### src/rtl/core/handle_table_free_list_defines.svh
`ifndef HANDLE_TABLE_FREE_LIST_DEFINES_SVH
`define HANDLE_TABLE_FREE_LIST_DEFINES_SVH

// same-cycle implication, checked outside reset
`define HFL_ASSERT_IMP(lbl, ante, cons, msg) \
  lbl: assert property (@(posedge clk_i) disable iff (!rst_ni) (ante) |-> (cons)) \
    else $error(msg);

// next-cycle implication, checked outside reset
`define HFL_ASSERT_NXT(lbl, ante, cons, msg) \
  lbl: assert property (@(posedge clk_i) disable iff (!rst_ni) (ante) |=> (cons)) \
    else $error(msg);

`endif

### src/rtl/core/hfl_pkg.sv
package hfl_pkg;

  localparam int CAPACITY = 256;
  localparam int SLOT_W   = $clog2(CAPACITY);
  localparam int LINK_W   = SLOT_W + 1;
  localparam int REF_W    = 32;
  localparam int HANDLE_W = 16;
  localparam int HOUT_W   = 8;
  localparam int OP_W     = 2;
  localparam int ST_W     = 2;
  localparam int ENTRY_W  = LINK_W + REF_W;

  typedef enum logic [OP_W-1:0] {
    OP_ALLOC  = 2'd0,
    OP_FREE   = 2'd1,
    OP_LOOKUP = 2'd2
  } op_e;

  typedef enum logic [ST_W-1:0] {
    ST_OK       = 2'd0,
    ST_FULL     = 2'd1,
    ST_RANGE    = 2'd2,
    ST_MISMATCH = 2'd3
  } status_e;

  typedef struct packed {
    logic [OP_W-1:0]     op;
    logic [HANDLE_W-1:0] handle;
    logic [REF_W-1:0]    obj;
  } item_t;

  typedef struct packed {
    logic              wr_en;
    logic [LINK_W-1:0] wr_link;
    logic [REF_W-1:0]  wr_ref;
    logic [SLOT_W-1:0] head;
    logic              empty;
    logic [HOUT_W-1:0] hout;
    logic [REF_W-1:0]  rout;
    status_e           status;
  } exec_t;

endpackage

### src/rtl/core/hfl_exec.sv
module hfl_exec import hfl_pkg::*; (
  input  item_t             item_i,
  input  logic [SLOT_W-1:0] slot_i,
  input  logic [ENTRY_W-1:0] entry_i,
  input  logic              entry_vld_i,
  input  logic [SLOT_W-1:0] head_i,
  input  logic              empty_i,
  output exec_t             res_o
);

  logic [LINK_W-1:0] link;
  logic [REF_W-1:0]  stored_ref;
  logic              in_range;

  // unwritten slots read as their reset contents
  assign link       = entry_vld_i ? entry_i[ENTRY_W-1:REF_W]
                                  : LINK_W'({1'b0, slot_i} + LINK_W'(1));
  assign stored_ref = entry_vld_i ? entry_i[REF_W-1:0] : '0;
  assign in_range   = item_i.handle < HANDLE_W'(CAPACITY);

  always_comb begin
    res_o         = '0;
    res_o.head    = head_i;
    res_o.empty   = empty_i;
    res_o.status  = ST_OK;
    res_o.wr_link = link;
    res_o.wr_ref  = item_i.obj;
    unique case (op_e'(item_i.op))
      OP_ALLOC: begin
        if (empty_i) begin
          res_o.status = ST_FULL;
        end else begin
          res_o.wr_en = 1'b1;
          res_o.hout  = HOUT_W'(slot_i);
          if (link >= LINK_W'(CAPACITY)) begin
            res_o.empty = 1'b1;
            res_o.head  = '0;
          end else begin
            res_o.head  = link[SLOT_W-1:0];
          end
        end
      end
      OP_FREE: begin
        if (!in_range) begin
          res_o.status = ST_RANGE;
        end else if (stored_ref != item_i.obj) begin
          res_o.status = ST_MISMATCH;
        end else begin
          res_o.wr_en   = 1'b1;
          res_o.wr_link = empty_i ? LINK_W'(CAPACITY) : {1'b0, head_i};
          res_o.wr_ref  = '0;
          res_o.head    = slot_i;
          res_o.empty   = 1'b0;
        end
      end
      OP_LOOKUP: begin
        if (!in_range) begin
          res_o.status = ST_RANGE;
        end else begin
          res_o.rout = stored_ref;
        end
      end
      default: begin
        res_o.status = ST_OK;
      end
    endcase
  end

endmodule

### config.mk
export PLATFORM = sky130hd
export DESIGN_NAME = hfl_exec
export DESIGN_NICKNAME = d
export VERILOG_FILES = /design/src/rtl/core/handle_table_free_list_defines.svh /design/src/rtl/core/hfl_pkg.sv /design/src/rtl/core/hfl_exec.sv
export SDC_FILE = /design/constraint.sdc
export NUM_CORES = 1
export LEC_CHECK = 0
export ABC_AREA = 0
export BUFFER_PORTS_ARGS = -buffer_cell sky130_fd_sc_hd__buf_2
export CORE_MARGIN = 5
export CORE_UTILIZATION = 40
export DETAILED_ROUTE_END_ITERATION = 10
export PLACE_DENSITY = 0.92
export SYNTH_ARGS = -nofsm -noshare
export SYNTH_HDL_FRONTEND = slang
export SYNTH_SLANG_ARGS = --single-unit
### constraint.sdc
create_clock -name vclk -period 8.9
set_input_delay 1.78 -clock vclk [all_inputs]
set_output_delay 1.78 -clock vclk [all_outputs]
set_load 0.05 [all_outputs]
==> summary.txt <==
vias in the first global route = 2845
post-DP HPWL = 7020 um
Cells after Synth = 302
part of the power in registers = 0%
post-synth top area share = 23.3%
remaining antenna violation count = 0
Power Dens Cells = 54.5 nW/um^2
Synth Cell Area = 1960 sq um
IO buf count = 194
crit path max fanout = 65
DP Cell Count = 547
Vias/cell = 5.64
setup repair bufs after CTS = 0
Logic pwr share = 100.0%
Pint = 0.0000516 W
worst hold path class = in2out
Register Area = 0 sq um
Final nets = 592
antenna violations before repair = 0
setup violators final = 0
Finished Core Util = 61.9%
largest net degree at the start of global routing = 66
total wire length = 8380 um
WL/cell = 15.3 um
Syn Nets = 412
post-synthesis cell type count = 42
sequential share of the synthesized area = 0%
post-cts hold buffer count = 0
crit path from = entry_vld_i
Layout Area Growth over Synthesis = 50.1%
P_leak = 1.46 nW
first-pass GRT wire length = 13000 um
Synth area leader = and2_1
initial DRC count = 141
FMAX = 140 MHz
ratio of cells with drive above 1 in the final layout = 42.7%
Avg Synthesized Cell Area = 6.49 sq um
n_diodes = 0
CP Capture Point = res_o[91]
Peak VDD IR = 0.0000422 V
Placer Congestion = 0.848
switching part of the total = 67.8%
RSZ-0062 raised after global routing = no
Psw = 0.000109 W
post-route setup TNS = 0 ns
Tmin final = 7.12 ns
Vias = 3086
Critical Path End Type = output pin
die span in y = 80.0 um
Clock Buffer Count = 0
Initial Util = 41.2%
status = complete, no violations
fill count = 447
core area = 4750 sq um
CP arrival = 5.34 ns
Final Max Tran Viols = 0
Worst setup SP type = input pin
Synth Warn # = 0
die area = 6400 sq um
max cap viols = 0
Seq cells = 0
final worst-path cycle share = 80.0%
critical path class = in2out
Residual DRC = 0
actual slew at the worst max-slew pin = 1.10 ns
clock network power share = 0%
I/O pin count = 202
Hold Fails Final Rpt = 0
gr ovfl total = 0
row count = 25
Layout Cells excl Fill = 547
top post-synthesis cells by area = and2_1 23%, xor2_1 8.0%, o22ai_1 7.7%
post-cts resize count = 0
CP required = 7.12 ns
Pre-Repair DR Iteration Count = 5
Rel. slew slack = 26.4%
die width = 80.0 um
Tot GR Track Use = 24.0%
[cells in the final DEF (no fill, tap or decap), types with 2 or more instances in the layout]
master	instances
buf_2	194
and2_1	73
o22ai_1	24
nand3_1	21
xor2_1	18
nand2_1	18
nor3_1	17
o21a_1	16
nand4b_1	16
nor2_1	10
o21ai_0	6
nand4_1	6
mux2i_1	6
nand2b_1	5
a21oi_1	4
xnor2_1	4
mux2_1	4
inv_1	3
nor2b_1	3
and3_1	3
o211ai_1	3
o311ai_0	3
nor4_1	2
or4_4	2
or3_1	2
nor4_2	2
buf_4	2
[routing by layer]
layer / part of all wire (%) / wire, um / global-route usage (%)
met1: 36 / 2980 / 25.9
met2: 52 / 4380 / 46.8
met5: 0 / 0 / 0
met4: 2.1 / 180 / 5.24
met3: 10 / 843 / 5.19
[logic make-up (layout without fill, tap and decap cells)]
logic type                 after synthesis  in the layout  synth area share (%)
AOI/OAI and AO/OA                       63             63                  21.8
xor gates and xnor gates                22             22                  9.83
adders and majority gates                1              1                 0.638
buffers and inverters                   21            199                  5.30
muxes                                   11             11                  5.93
and+or+nand+nor                        184            184                  56.5
[how the worst min path moves through the flow]
stage                           from   endpoint  slack, ns  cells past startpoint
after global placement     head_i[1]  res_o[44]       3.98                      4
after detailed placement   head_i[1]  res_o[44]       3.97                      4
after CTS                  head_i[1]  res_o[44]       3.97                      4
after floorplan           item_i[48]   res_o[1]       3.84                      1
after global routing       head_i[1]  res_o[44]       4.00                      4
final                      head_i[1]  res_o[44]       3.97                      4
[cell usage after synthesis, drive strengths merged]
cell type   n
clkbuf     10
nand4       6
a21o        1
and2       73
mux2i       6
or3         2
buf         8
nand3      22
o41ai       1
ha          1
or4         2
nand2      18
nand4b     16
nor2       10
o22ai      24
nand2b      5
mux2        5
nor4        4
a221o       1
a21oi       4
o311ai      4
and3        3
xor2       18
or2         1
inv         3
a41oi       1
o21ai       7
o211ai      3
nor2b       3
nor3       19
xnor2       4
o2bb2ai     1
o21a       16
[per-stage QoR]
stage	setup WS, ns	hold WS (ns)	cell area (sq um)	power (W)
after detailed placement	1.84	3.97	2940	0.000160
after global placement	1.96	3.98	2940	0.000156
after global routing	1.43	4.00	2940	0.000171
after floorplan	2.57	3.84	1960	0.000103
after CTS	1.84	3.97	2940	0.000160
final	1.78	3.97	2940	0.000161
[critical path: stages]
cell,delay [ns]
buf_2,0.80
nand4b_1,0.17
o22ai_1,0.20
o22ai_1,0.13
nor4_2,0.86
nand3_2,0.70
mux2_2,0.47
buf_2,0.22
[power by group through the flow]
stage	clock network, W	logic, W	registers (W)
global placement	0	0.000156	0
detailed placement	0	0.000160	0
CTS	0	0.000160	0
finish	0	0.000161	0
floorplan	0	0.000103	0
global route	0	0.000171	0
[cell type report]
cell class | count | area [sq um] | area share (%)
inverter | 3 | 11.3 | 0.383
timing repair buffer | 196 | 986 | 33.5
multi-input combinational | 281 | 1860 | 63.3
tap | 67 | 83.8 | 2.85
(Power assumes the default switching activity.)
