File: src/rtl/core/handle_table_free_list_defines.svh
`ifndef HANDLE_TABLE_FREE_LIST_DEFINES_SVH
`define HANDLE_TABLE_FREE_LIST_DEFINES_SVH

// same-cycle implication, checked outside reset
`define HFL_ASSERT_IMP(lbl, ante, cons, msg) \
  lbl: assert property (@(posedge clk_i) disable iff (!rst_ni) (ante) |-> (cons)) \
    else $error(msg);

// next-cycle implication, checked outside reset
`define HFL_ASSERT_NXT(lbl, ante, cons, msg) \
  lbl: assert property (@(posedge clk_i) disable iff (!rst_ni) (ante) |=> (cons)) \
    else $error(msg);

`endif

File: src/rtl/core/hfl_ram.sv
module hfl_ram #(
  parameter int Width = 8,
  parameter int Depth = 16
) (
  input  logic                     clk_i,
  input  logic                     we_i,
  input  logic [$clog2(Depth)-1:0] waddr_i,
  input  logic [Width-1:0]         wdata_i,
  input  logic                     re_i,
  input  logic [$clog2(Depth)-1:0] raddr_i,
  output logic [Width-1:0]         rdata_o
);

  logic [Width-1:0] mem [Depth];
  logic [Width-1:0] rdata_q;

  always_ff @(posedge clk_i) begin
    if (we_i) begin
      mem[waddr_i] <= wdata_i;
    end
    if (re_i) begin
      rdata_q <= mem[raddr_i];
    end
  end

  assign rdata_o = rdata_q;

endmodule

File: config.mk
export PLATFORM = sky130hd
export DESIGN_NAME = hfl_ram
export DESIGN_NICKNAME = d
export VERILOG_FILES = /design/src/rtl/core/handle_table_free_list_defines.svh /design/src/rtl/core/hfl_ram.sv
export SDC_FILE = /design/constraint.sdc
export NUM_CORES = 1
export LEC_CHECK = 0
export BUFFER_PORTS_ARGS = -buffer_cell sky130_fd_sc_hd__buf_2
export CAP_MARGIN = 30
export CORE_MARGIN = 2
export CORE_UTILIZATION = 60
export CTS_CLUSTER_SIZE = 8
export DETAILED_ROUTE_END_ITERATION = 7
export GPL_TIMING_DRIVEN = 0
export HOLD_SLACK_MARGIN = 0.02
export PLACE_DENSITY = 0.86
export SLEW_MARGIN = 20
export SYNTH_ARGS = -nofsm -noshare
export SYNTH_HDL_FRONTEND = slang
export SYNTH_SLANG_ARGS = --single-unit
File: constraint.sdc
create_clock -name clk_i -period 2.62 [get_ports clk_i]
set_input_delay 0.524 -clock clk_i [delete_from_list [all_inputs] [get_ports clk_i]]
set_output_delay 0.524 -clock clk_i [all_outputs]
set_load 0.01 [all_outputs]
==> results.toml, run 1 <==
[global_route]
grt_pass1_wl_um = 15900
grt_start_max_net_pins = 17
grt_use_met3 = 0.06043
globalRouteMet2Util = 0.3755
antenna_found_initial = 0
grt_usage = 0.2441
grt_pass1_vias = 2539
grt.overflow.total = 0
top_usage_layer = "met2"
met1_usage = 0.3501

[synth]
synth_nets = 248
synth_cells = 229
mappedNetlistArea_um2 = 5228
synth_area_per_cell_um2 = 22.83
yosysTopAreaCellShare = 0.7812
synth_area_leaders = "edfxtp_1 (78%), mux4_2 (7.8%), mux4_1 (7.0%), a22oi_1 (2.3%), nor2_1 (0.93%)"
yosys.cell_types.count = 18
ys_ff_latch = 136
yosysSeqAreaShare = 0.7812
yosysTopAreaCell = "edfxtp_1"
yosysWarnings = 0

[cts]
postCtsSetupBuffers = 0
cts_hold_buf = 0
cts_buffers = 17
cts-resized-gates = 0
cts_tree = "yes"
htreeDepth = 4
path_clk_slew_ps = 60
insertion_delay_ps = 520
clock-root-buffer = "clkbuf_8"
cts.sinks = 136
clk_path_buf_depth = 2

[sta]
rsz0062_at_grt = "no"
fmax_ghz = 0.5992
fin_setup_tns_ps = 0
hold_viol = 0
fin_crit_sh = 0.6370
setup_viol = 0
worst_pin_slew_ps = 856.6
maxSlewHeadroom = 0.4268
finClkSkew_ps = 4.058
fin_crit_ps = 1669
setup_ws_ps = 951.1
slew_violations = 0

[power]
ir_drop_mv = 0.4867
leakagePower_nw = 2.032
p_per_area_nw_per_um2 = 820.1

[floorplanning]
dieArea_um2 = 9475
io_pins = 27
die_h_um = 97.34
start_util = 0.6083
rows = 34
core_um2 = 8593
die_width_um = 97.34

[detailed_routing]
drt_iter0_drc = 420
num_vias = 2539
vias_per_cell = 6.444
drc = 0
ant_nets = 0
firstDrtPassIters = 5
wirelength_um = 10640
wire_per_inst_um = 26.99

[layout]
nets = 292
area_delta_synth_final_pct = 16.37
post-route-util = 0.7079
drive_above_1_share = 0.3077
num_antenna_cells = 0

[placement]
place_ws_ps = 420.4
place_congestion = 0.7147
hpwlAfterDp_um = 6388
port-buffer-count = 25

[critical_path]
path_max_fanout = 8
r2r_end = "rdata_o[3]"
reg2reg_slack_ps = 1000
cp.required_ps = 2760
critPathKind = "in -> reg"
endpoint_kind = "register"
ff2ff_path_depth = 3
arrival_ps = 1810
rr_startpoint = "mem[5][3]"
cp-start-kind = "primary input"

[min_path]
hold_depth = 1
hold_path_class = "in -> reg"
hold_end = "rdata_o[2]"
hp-start = "re_i"

[outcome]
run_status = "finished, final reports clean"

[job]
drv_cap = 0
[stage by stage]
step / power, mW / instances / hold WS, ps / cell area, um^2
6_report: 4.989 / 394 / 362.9 / 6083
5_1_grt: 5.121 / 394 / 341.6 / 6083
4_1_cts: 5.007 / 394 / 344.2 / 6083
3_5_place_dp: 2.743 / 362 / 749.4 / 5508
3_3_place_gp: 2.724 / 362 / 729.7 / 5488
2_1_floorplan: 2.635 / 229 / 622.9 / 5228
[flip-flops by register name, summed over array words and instances, names as in the netlist]
| register | count |
|---|---|
| mem | 128 |
| rdata_o | 8 |
[cells in the final DEF (no fill, tap or decap)]
cell type        synthesis  routed
a22oi_1                 16      16
and2_1                   1       1
and2b_1                  1       1
buf_2                    3      28
buf_4                    1       1
buf_6                    3       3
bufinv_16                0       3
clkbuf_1                 0       1
clkbuf_16                0      16
clkbuf_8                 0       1
clkdlybuf4s25_2          3       3
clkinv_1                 0       1
clkinv_2                 0       5
clkinv_4                 0       1
clkinvlp_4               0       4
edfxtp_1               136     136
mux4_1                  14      14
mux4_2                  18      18
nand2_1                  9       9
nand2b_1                 2       2
nand3_1                  1       1
nand3b_1                 2       2
nor2_1                  13      13
nor2b_1                  1       1
nor3_2                   0       4
or3b_2                   1       1
[how the worst max path moves through the flow]
stage                     cells after the start  slack, ps  startpoint        end
after floorplan                               2        600  waddr_i[2]  mem[0][0]
after global placement                        3         90  waddr_i[2]  mem[0][2]
after detailed placement                      3        420  waddr_i[2]  mem[3][2]
after CTS                                     3        960  waddr_i[2]  mem[3][7]
after global routing                          3        900  waddr_i[2]  mem[3][7]
final                                         3        950  waddr_i[2]  mem[3][0]
[synthesized netlist by cell type]
cell / number
buf_4: 1
nand3_1: 1
and2_1: 1
a22oi_1: 16
edfxtp_1: 136
nor2b_1: 1
mux4_1: 14
nand2b_1: 2
clkdlybuf4s25_2: 3
buf_6: 3
nor2_1: 13
buf_2: 3
nand2_1: 9
nor3_1: 4
nand3b_1: 2
and2b_1: 1
mux4_2: 18
or3b_2: 1
[area by class of cell]
cell class,instances,area [um^2]
flip-flops and latches,136,4084
fillers,508,2510
clock buffers,18,417.9
repair buffers,25,125.1
plain buffers,10,86.33
clock inverters,14,157.7
multi-input cells,83,1077
well taps,108,135.1
[kinds of logic (layout without fill, tap and decap cells)]
logic type	after synthesis	in the layout	share of synthesized area
flip-flops	136	136	0.7812
AND/OR/NAND/NOR	35	35	0.03136
multiplexers	32	32	0.1479
AO/OA/AOI/OAI	16	16	0.02298
buffers and inverters	10	67	0.01651
[metal layers]
metal,wire length [um],share of wire,vias to the layer above
li1,-,-,1069
met1,4191,0.39,1300
met2,5280,0.50,141
met3,881,0.083,29
met4,281,0.026,0
met5,0,0,-
[critical path: stages]
cell and delay [ps]:
buf_2 110, or3b_2 540, nor2_1 630
[power by group]
part	switching [mW]	internal (mW)
clock network	0.851	1.44
registers	0.0137	2.45
logic	0.142	0.0947
total	1.01	3.98
Note: power is estimated with default switching activity, not from simulation.
==> inputs of run 2 (changes only) <==
CORE_UTILIZATION = 54   (was 60)
PLACE_DENSITY = 0.82   (was 0.86)
clock period = 1.4 ns   (was 2.62 ns; I/O delays follow)
==> run 2 against run 1 <==
  * Critical path type is now reg -> reg
  * Largest power group unchanged
  * First-iteration DRC count is 23% lower
  * Clock power increased by 73%
  * Count of clock-buffer cells in the layout down 1
  * The flow now finishes with violations (setup timing)
==> results.toml, run 2 (synthesis results as in run 1) <==
[layout]
largest_register_ff_count = 128
layout.cells.non_filler = 416
num_antenna_cells = 0
largest-register = "mem"
final_common_cell = "edfxtp_1"
nets = 293
mostFrequentLayoutCells = "edfxtp_1 (136), mux4_2 (32), buf_2 (29), a22oi_2 (16), clkbuf_16 (16)"
drive_above_1_share = 0.4286
area_delta_synth_final_pct = 17.59

[critical_path]
cp.required_ps = 1660
cp_cell_sequence = "mux4_2, a22oi_2, nand2_1"
path_max_fanout = 1
cp.depth = 3
critPathKind = "reg -> reg"
ff2ff_path_depth = 3
arrival_ps = 1710
cp-start-kind = "register"
endpoint_kind = "register"
critical_path.top_delay_family = "multiplexers"
critical_path.slowest_cell = "mux4_2"
cp.buffers_inverters = 0
critical-path-max-stage-delay_ps = 510

[global_route]
grt_pass1_vias = 2507
grt.overflow.total = 0
grt_start_max_net_pins = 17
grt_pass1_wl_um = 15180
antenna_found_initial = 0
grt_usage = 0.2171

[sta]
setup_viol = 4
setup_ws_ps = -52.13
rsz0062_at_grt = "yes"
fmax_ghz = 0.6886
fin_crit_sh = 1.037
finClkSkew_ps = 9.251
slew_violations = 0
fin_crit_ps = 1452
maxSlewHeadroom = 0.4255
hold_viol = 0
fin_setup_tns_ps = -144.1
worst_pin_slew_ps = 858.5

[cts]
cts_tree = "yes"
path_clk_slew_ps = 70
cts.sinks = 136
clock-root-buffer = "clkbuf_8"
htreeDepth = 4
cts_buffers = 17
insertion_delay_ps = 520
clk_path_buf_depth = 2

[placement]
hpwlAfterDp_um = 6147
dp_cells = 384
place_congestion = 0.7295
place_ws_ps = -401.3
port-buffer-count = 25

[power]
power_frac_comb = 0.055
seqPwrFrac = 0.509
p_switching_mw = 2.062
p_per_area_nw_per_um2 = 1475
p_clk_frac = 0.437
total_power_mw = 9.066
ir_drop_mv = 0.9449
leakagePower_nw = 1.980
internal_power_mw = 7.004
p_sw_frac = 0.2275

[outcome]
failed_checks = "setup timing"
run_status = "finished with violations"

[detailed_routing]
ant_nets = 0
vias_per_cell = 6.014
wirelength_um = 10130
wire_per_inst_um = 24.36
firstDrtPassIters = 6
drt_iter0_drc = 322
drc = 0
num_vias = 2502

[floorplanning]
die_h_um = 102.4
core_um2 = 9328
io_pins = 27
dieArea_um2 = 10480
rows = 35
start_util = 0.5604
die_width_um = 102.4

[min_path]
hold_depth = 1
hold_path_class = "in -> reg"

[job]
drv_cap = 0
==> run 2: cell type report <==
| type | instances | area, um^2 |
|---|---|---|
| clock buffer | 17 | 414.1 |
| clock inverter | 15 | 121.4 |
| sequential | 136 | 4084 |
| fill | 585 | 3181 |
| timing repair buffer | 26 | 130.1 |
| multi-input combinational | 83 | 1116 |
| buffer | 10 | 120.1 |
| tap | 129 | 161.4 |
==> run 2: stage by stage <==
| stage | area (um^2) | utilization | hold slack [ps] |
|---|---|---|---|
| finish | 6147 | 0.6590 | 79.79 |
| global route | 6147 | 0.6590 | 73.18 |
| CTS | 6117 | 0.6558 | 74.53 |
| detailed placement | 5547 | 0.5946 | 619.3 |
| global placement | 5542 | 0.5941 | 606.3 |
| floorplan | 5255 | - | 378.9 |
==> run 2: path summary, 6_finish.rpt <==
path         startpoint    endpoint  slack, ps
max reg2reg   mem[4][0]  rdata_o[0]        -50
max           mem[4][0]  rdata_o[0]        -50
min reg2reg  mem[10][1]  rdata_o[1]        770
min                re_i  rdata_o[1]         80
==> run 2: what timing repair did <==
| item | in CTS | in global routing |
|---|---|---|
| hold buffers | 0 | 0 |
| gates resized for setup | 14 | 6 |
| buffers inserted | 0 | 0 |
| pin swaps | 2 | 2 |
| setup endpoints to repair | 8 | 8 |
==> run 2: routing by layer <==
layer | wire length, um | vias to the layer above | track usage
met1 | 4029 | 1290 | 0.2949
met3 | 784 | 17 | 0.05130
met2 | 5138 | 127 | 0.3472
li1 | - | 1068 | -
met4 | 180 | 0 | 0.08513
met5 | 0 | - | 0
==> run 2: power groups by stage <==
stage	Combinational [mW]	Clock [mW]	Sequential (mW)
final	0.496	3.96	4.61
after global routing	0.531	4.20	4.62
after CTS	0.489	3.98	4.61
after detailed placement	0.459	0	4.70
after global placement	0.441	0	4.69
after floorplan	0.254	0	4.70
==> inputs of run 3 (changes only) <==
SETUP_SLACK_MARGIN = 0.15   (was unset)
==> run 3 against run 2 <==
  * The flow still finishes with violations (setup timing)
  * Cell count fell by 0.24%
  * Routed wire length shrank 3.9%
  * Global-route usage fell by 0.79 points
  * Via count down 1.6%
  * Clock power rose by 12%
  * Sequential power barely moved
  * Power up 5.3%
  * Critical path depth unchanged
  * Critical endpoint unchanged
  * Highest routed layer unchanged
==> results.toml, run 3 (synthesis results as in run 1) <==
[detailed_routing]
ant_nets = 0
firstDrtPassIters = 4
wire_per_inst_um = 23.46
vias_per_cell = 5.935
wirelength_um = 9737
drc = 0
drt_iter0_drc = 282
num_vias = 2463

[floorplanning]
start_util = 0.5604
rows = 35
die_width_um = 102.4
dieArea_um2 = 10480
die_h_um = 102.4
io_pins = 27
core_um2 = 9328

[sta]
finClkSkew_ps = 7.831
rsz0062_at_grt = "yes"
setup_viol = 7
fin_crit_ps = 1445
worst_pin_slew_ps = 783.1
fin_hold_ws_ps = 100.1
hold_viol = 0
maxSlewHeadroom = 0.4760
setup_ws_ps = -45.05
slew_violations = 0
fin_crit_sh = 1.032
fmax_ghz = 0.6920

[placement]
dpl_cell_area_um2 = 5550
port-buffer-count = 25
hpwlAfterDp_um = 6016
place_congestion = 0.7275

[critical_path]
critical-path-max-stage-delay_ps = 520
cp.required_ps = 1660
arrival_ps = 1700
reg2reg_slack_ps = -50
endpoint_kind = "register"
ff2ff_path_depth = 3
critical_path.top_delay_family = "multiplexers"
cp-start-kind = "register"
path_max_fanout = 1
cp_cell_sequence = "mux4_2, a22oi_2, nand2_1"
critPathKind = "reg -> reg"
critical_path.slowest_cell = "mux4_2"
cp.depth = 3
cp.buffers_inverters = 0

[layout]
largest-register = "mem"
fillCellCount = 609
num_antenna_cells = 0
largest_register_ff_count = 128
final_common_cell = "edfxtp_1"
nets = 292
mostFrequentLayoutCells = "edfxtp_1 (136), mux4_2 (32), buf_2 (28), clkbuf_16 (16)"
area_delta_synth_final_pct = 18.62
drive_above_1_share = 0.4126
multi_input_area_um2 = 1111
final_cell_area_um2 = 6201
seqCellArea_um2 = 4084

[cts]
cts_tree = "yes"
htreeDepth = 4
insertion_delay_ps = 520
cts_buffers = 17
clock-root-buffer = "clkbuf_8"
clk_path_buf_depth = 2
cts_hold_buf = 0
cts.sinks = 136
path_clk_slew_ps = 60
postCtsSetupBuffers = 0

[power]
leakagePower_nw = 2.002
ir_drop_mv = 0.7506
p_per_area_nw_per_um2 = 1540
total_power_mw = 9.547

[job]
drv_cap = 0

[global_route]
grt_usage = 0.2092
antenna_found_initial = 0
grt_pass1_vias = 2510
grt_pass1_wl_um = 14660
grt.overflow.total = 0
grt_start_max_net_pins = 17

[outcome]
run_status = "finished with violations"
failed_checks = "setup timing"

[min_path]
hold_path_class = "in -> reg"
hold_depth = 1
-- run 3: repair_timing --
item	CTS	global route
gates resized for setup	6	10
endpoints found under the hold margin	0	0
endpoints found under the setup margin	24	62
pin swaps	3	2
-- run 3: worst register-to-register path, cell delays in order, from the launching register on --
cell	delay, ps
edfxtp_1	370
mux4_2	520
a22oi_2	210
nand2_1	90
-- run 3: where the power goes --
group | total [mW] | switching (mW) | internal, mW
combinational | 0.484 | 0.281 | 0.202
sequential | 4.61 | 0.0216 | 4.59
clock | 4.45 | 1.59 | 2.87
total | 9.55 | 1.89 | 7.66
-- run 3: layout make-up --
| class | instances | area share |
|---|---|---|
| Buffer | 10 | 0.01937 |
| Clock buffer | 18 | 0.06739 |
| Clock inverter | 14 | 0.02926 |
| Multi-Input combinational cell | 83 | 0.1792 |
| Sequential cell | 136 | 0.6586 |
| Tap cell | 129 | 0.02603 |
| Timing Repair Buffer | 25 | 0.02018 |
-- run 3: routing by layer --
layer  GRT usage  up-vias  part of all wire
met4     0.06974        0             0.015
met5           0        -                 0
li1            -     1059                 -
met2      0.3107      130              0.51
met3     0.07456       14             0.081
met1      0.2950     1260              0.39
-- run 3: worst paths after layout --
path	to	from
setup / recovery	rdata_o[0]	mem[6][0]
hold / removal	rdata_o[0]	re_i
setup reg to reg	rdata_o[0]	mem[6][0]
hold reg to reg	rdata_o[3]	mem[8][3]
-- run 3: stage by stage --
stage / TNS (ps) / util / instances / setup WS [ps]
global route: -460.6 / 0.6648 / 415 / -102.5
global placement: -30020 / 0.5950 / 383 / -368.0
finish: -118.9 / 0.6648 / 415 / -45.05
floorplan: -736.9 / - / 229 / -80.40
detailed placement: -33980 / 0.5950 / 383 / -402.0
CTS: -239.1 / 0.6613 / 415 / -53.13
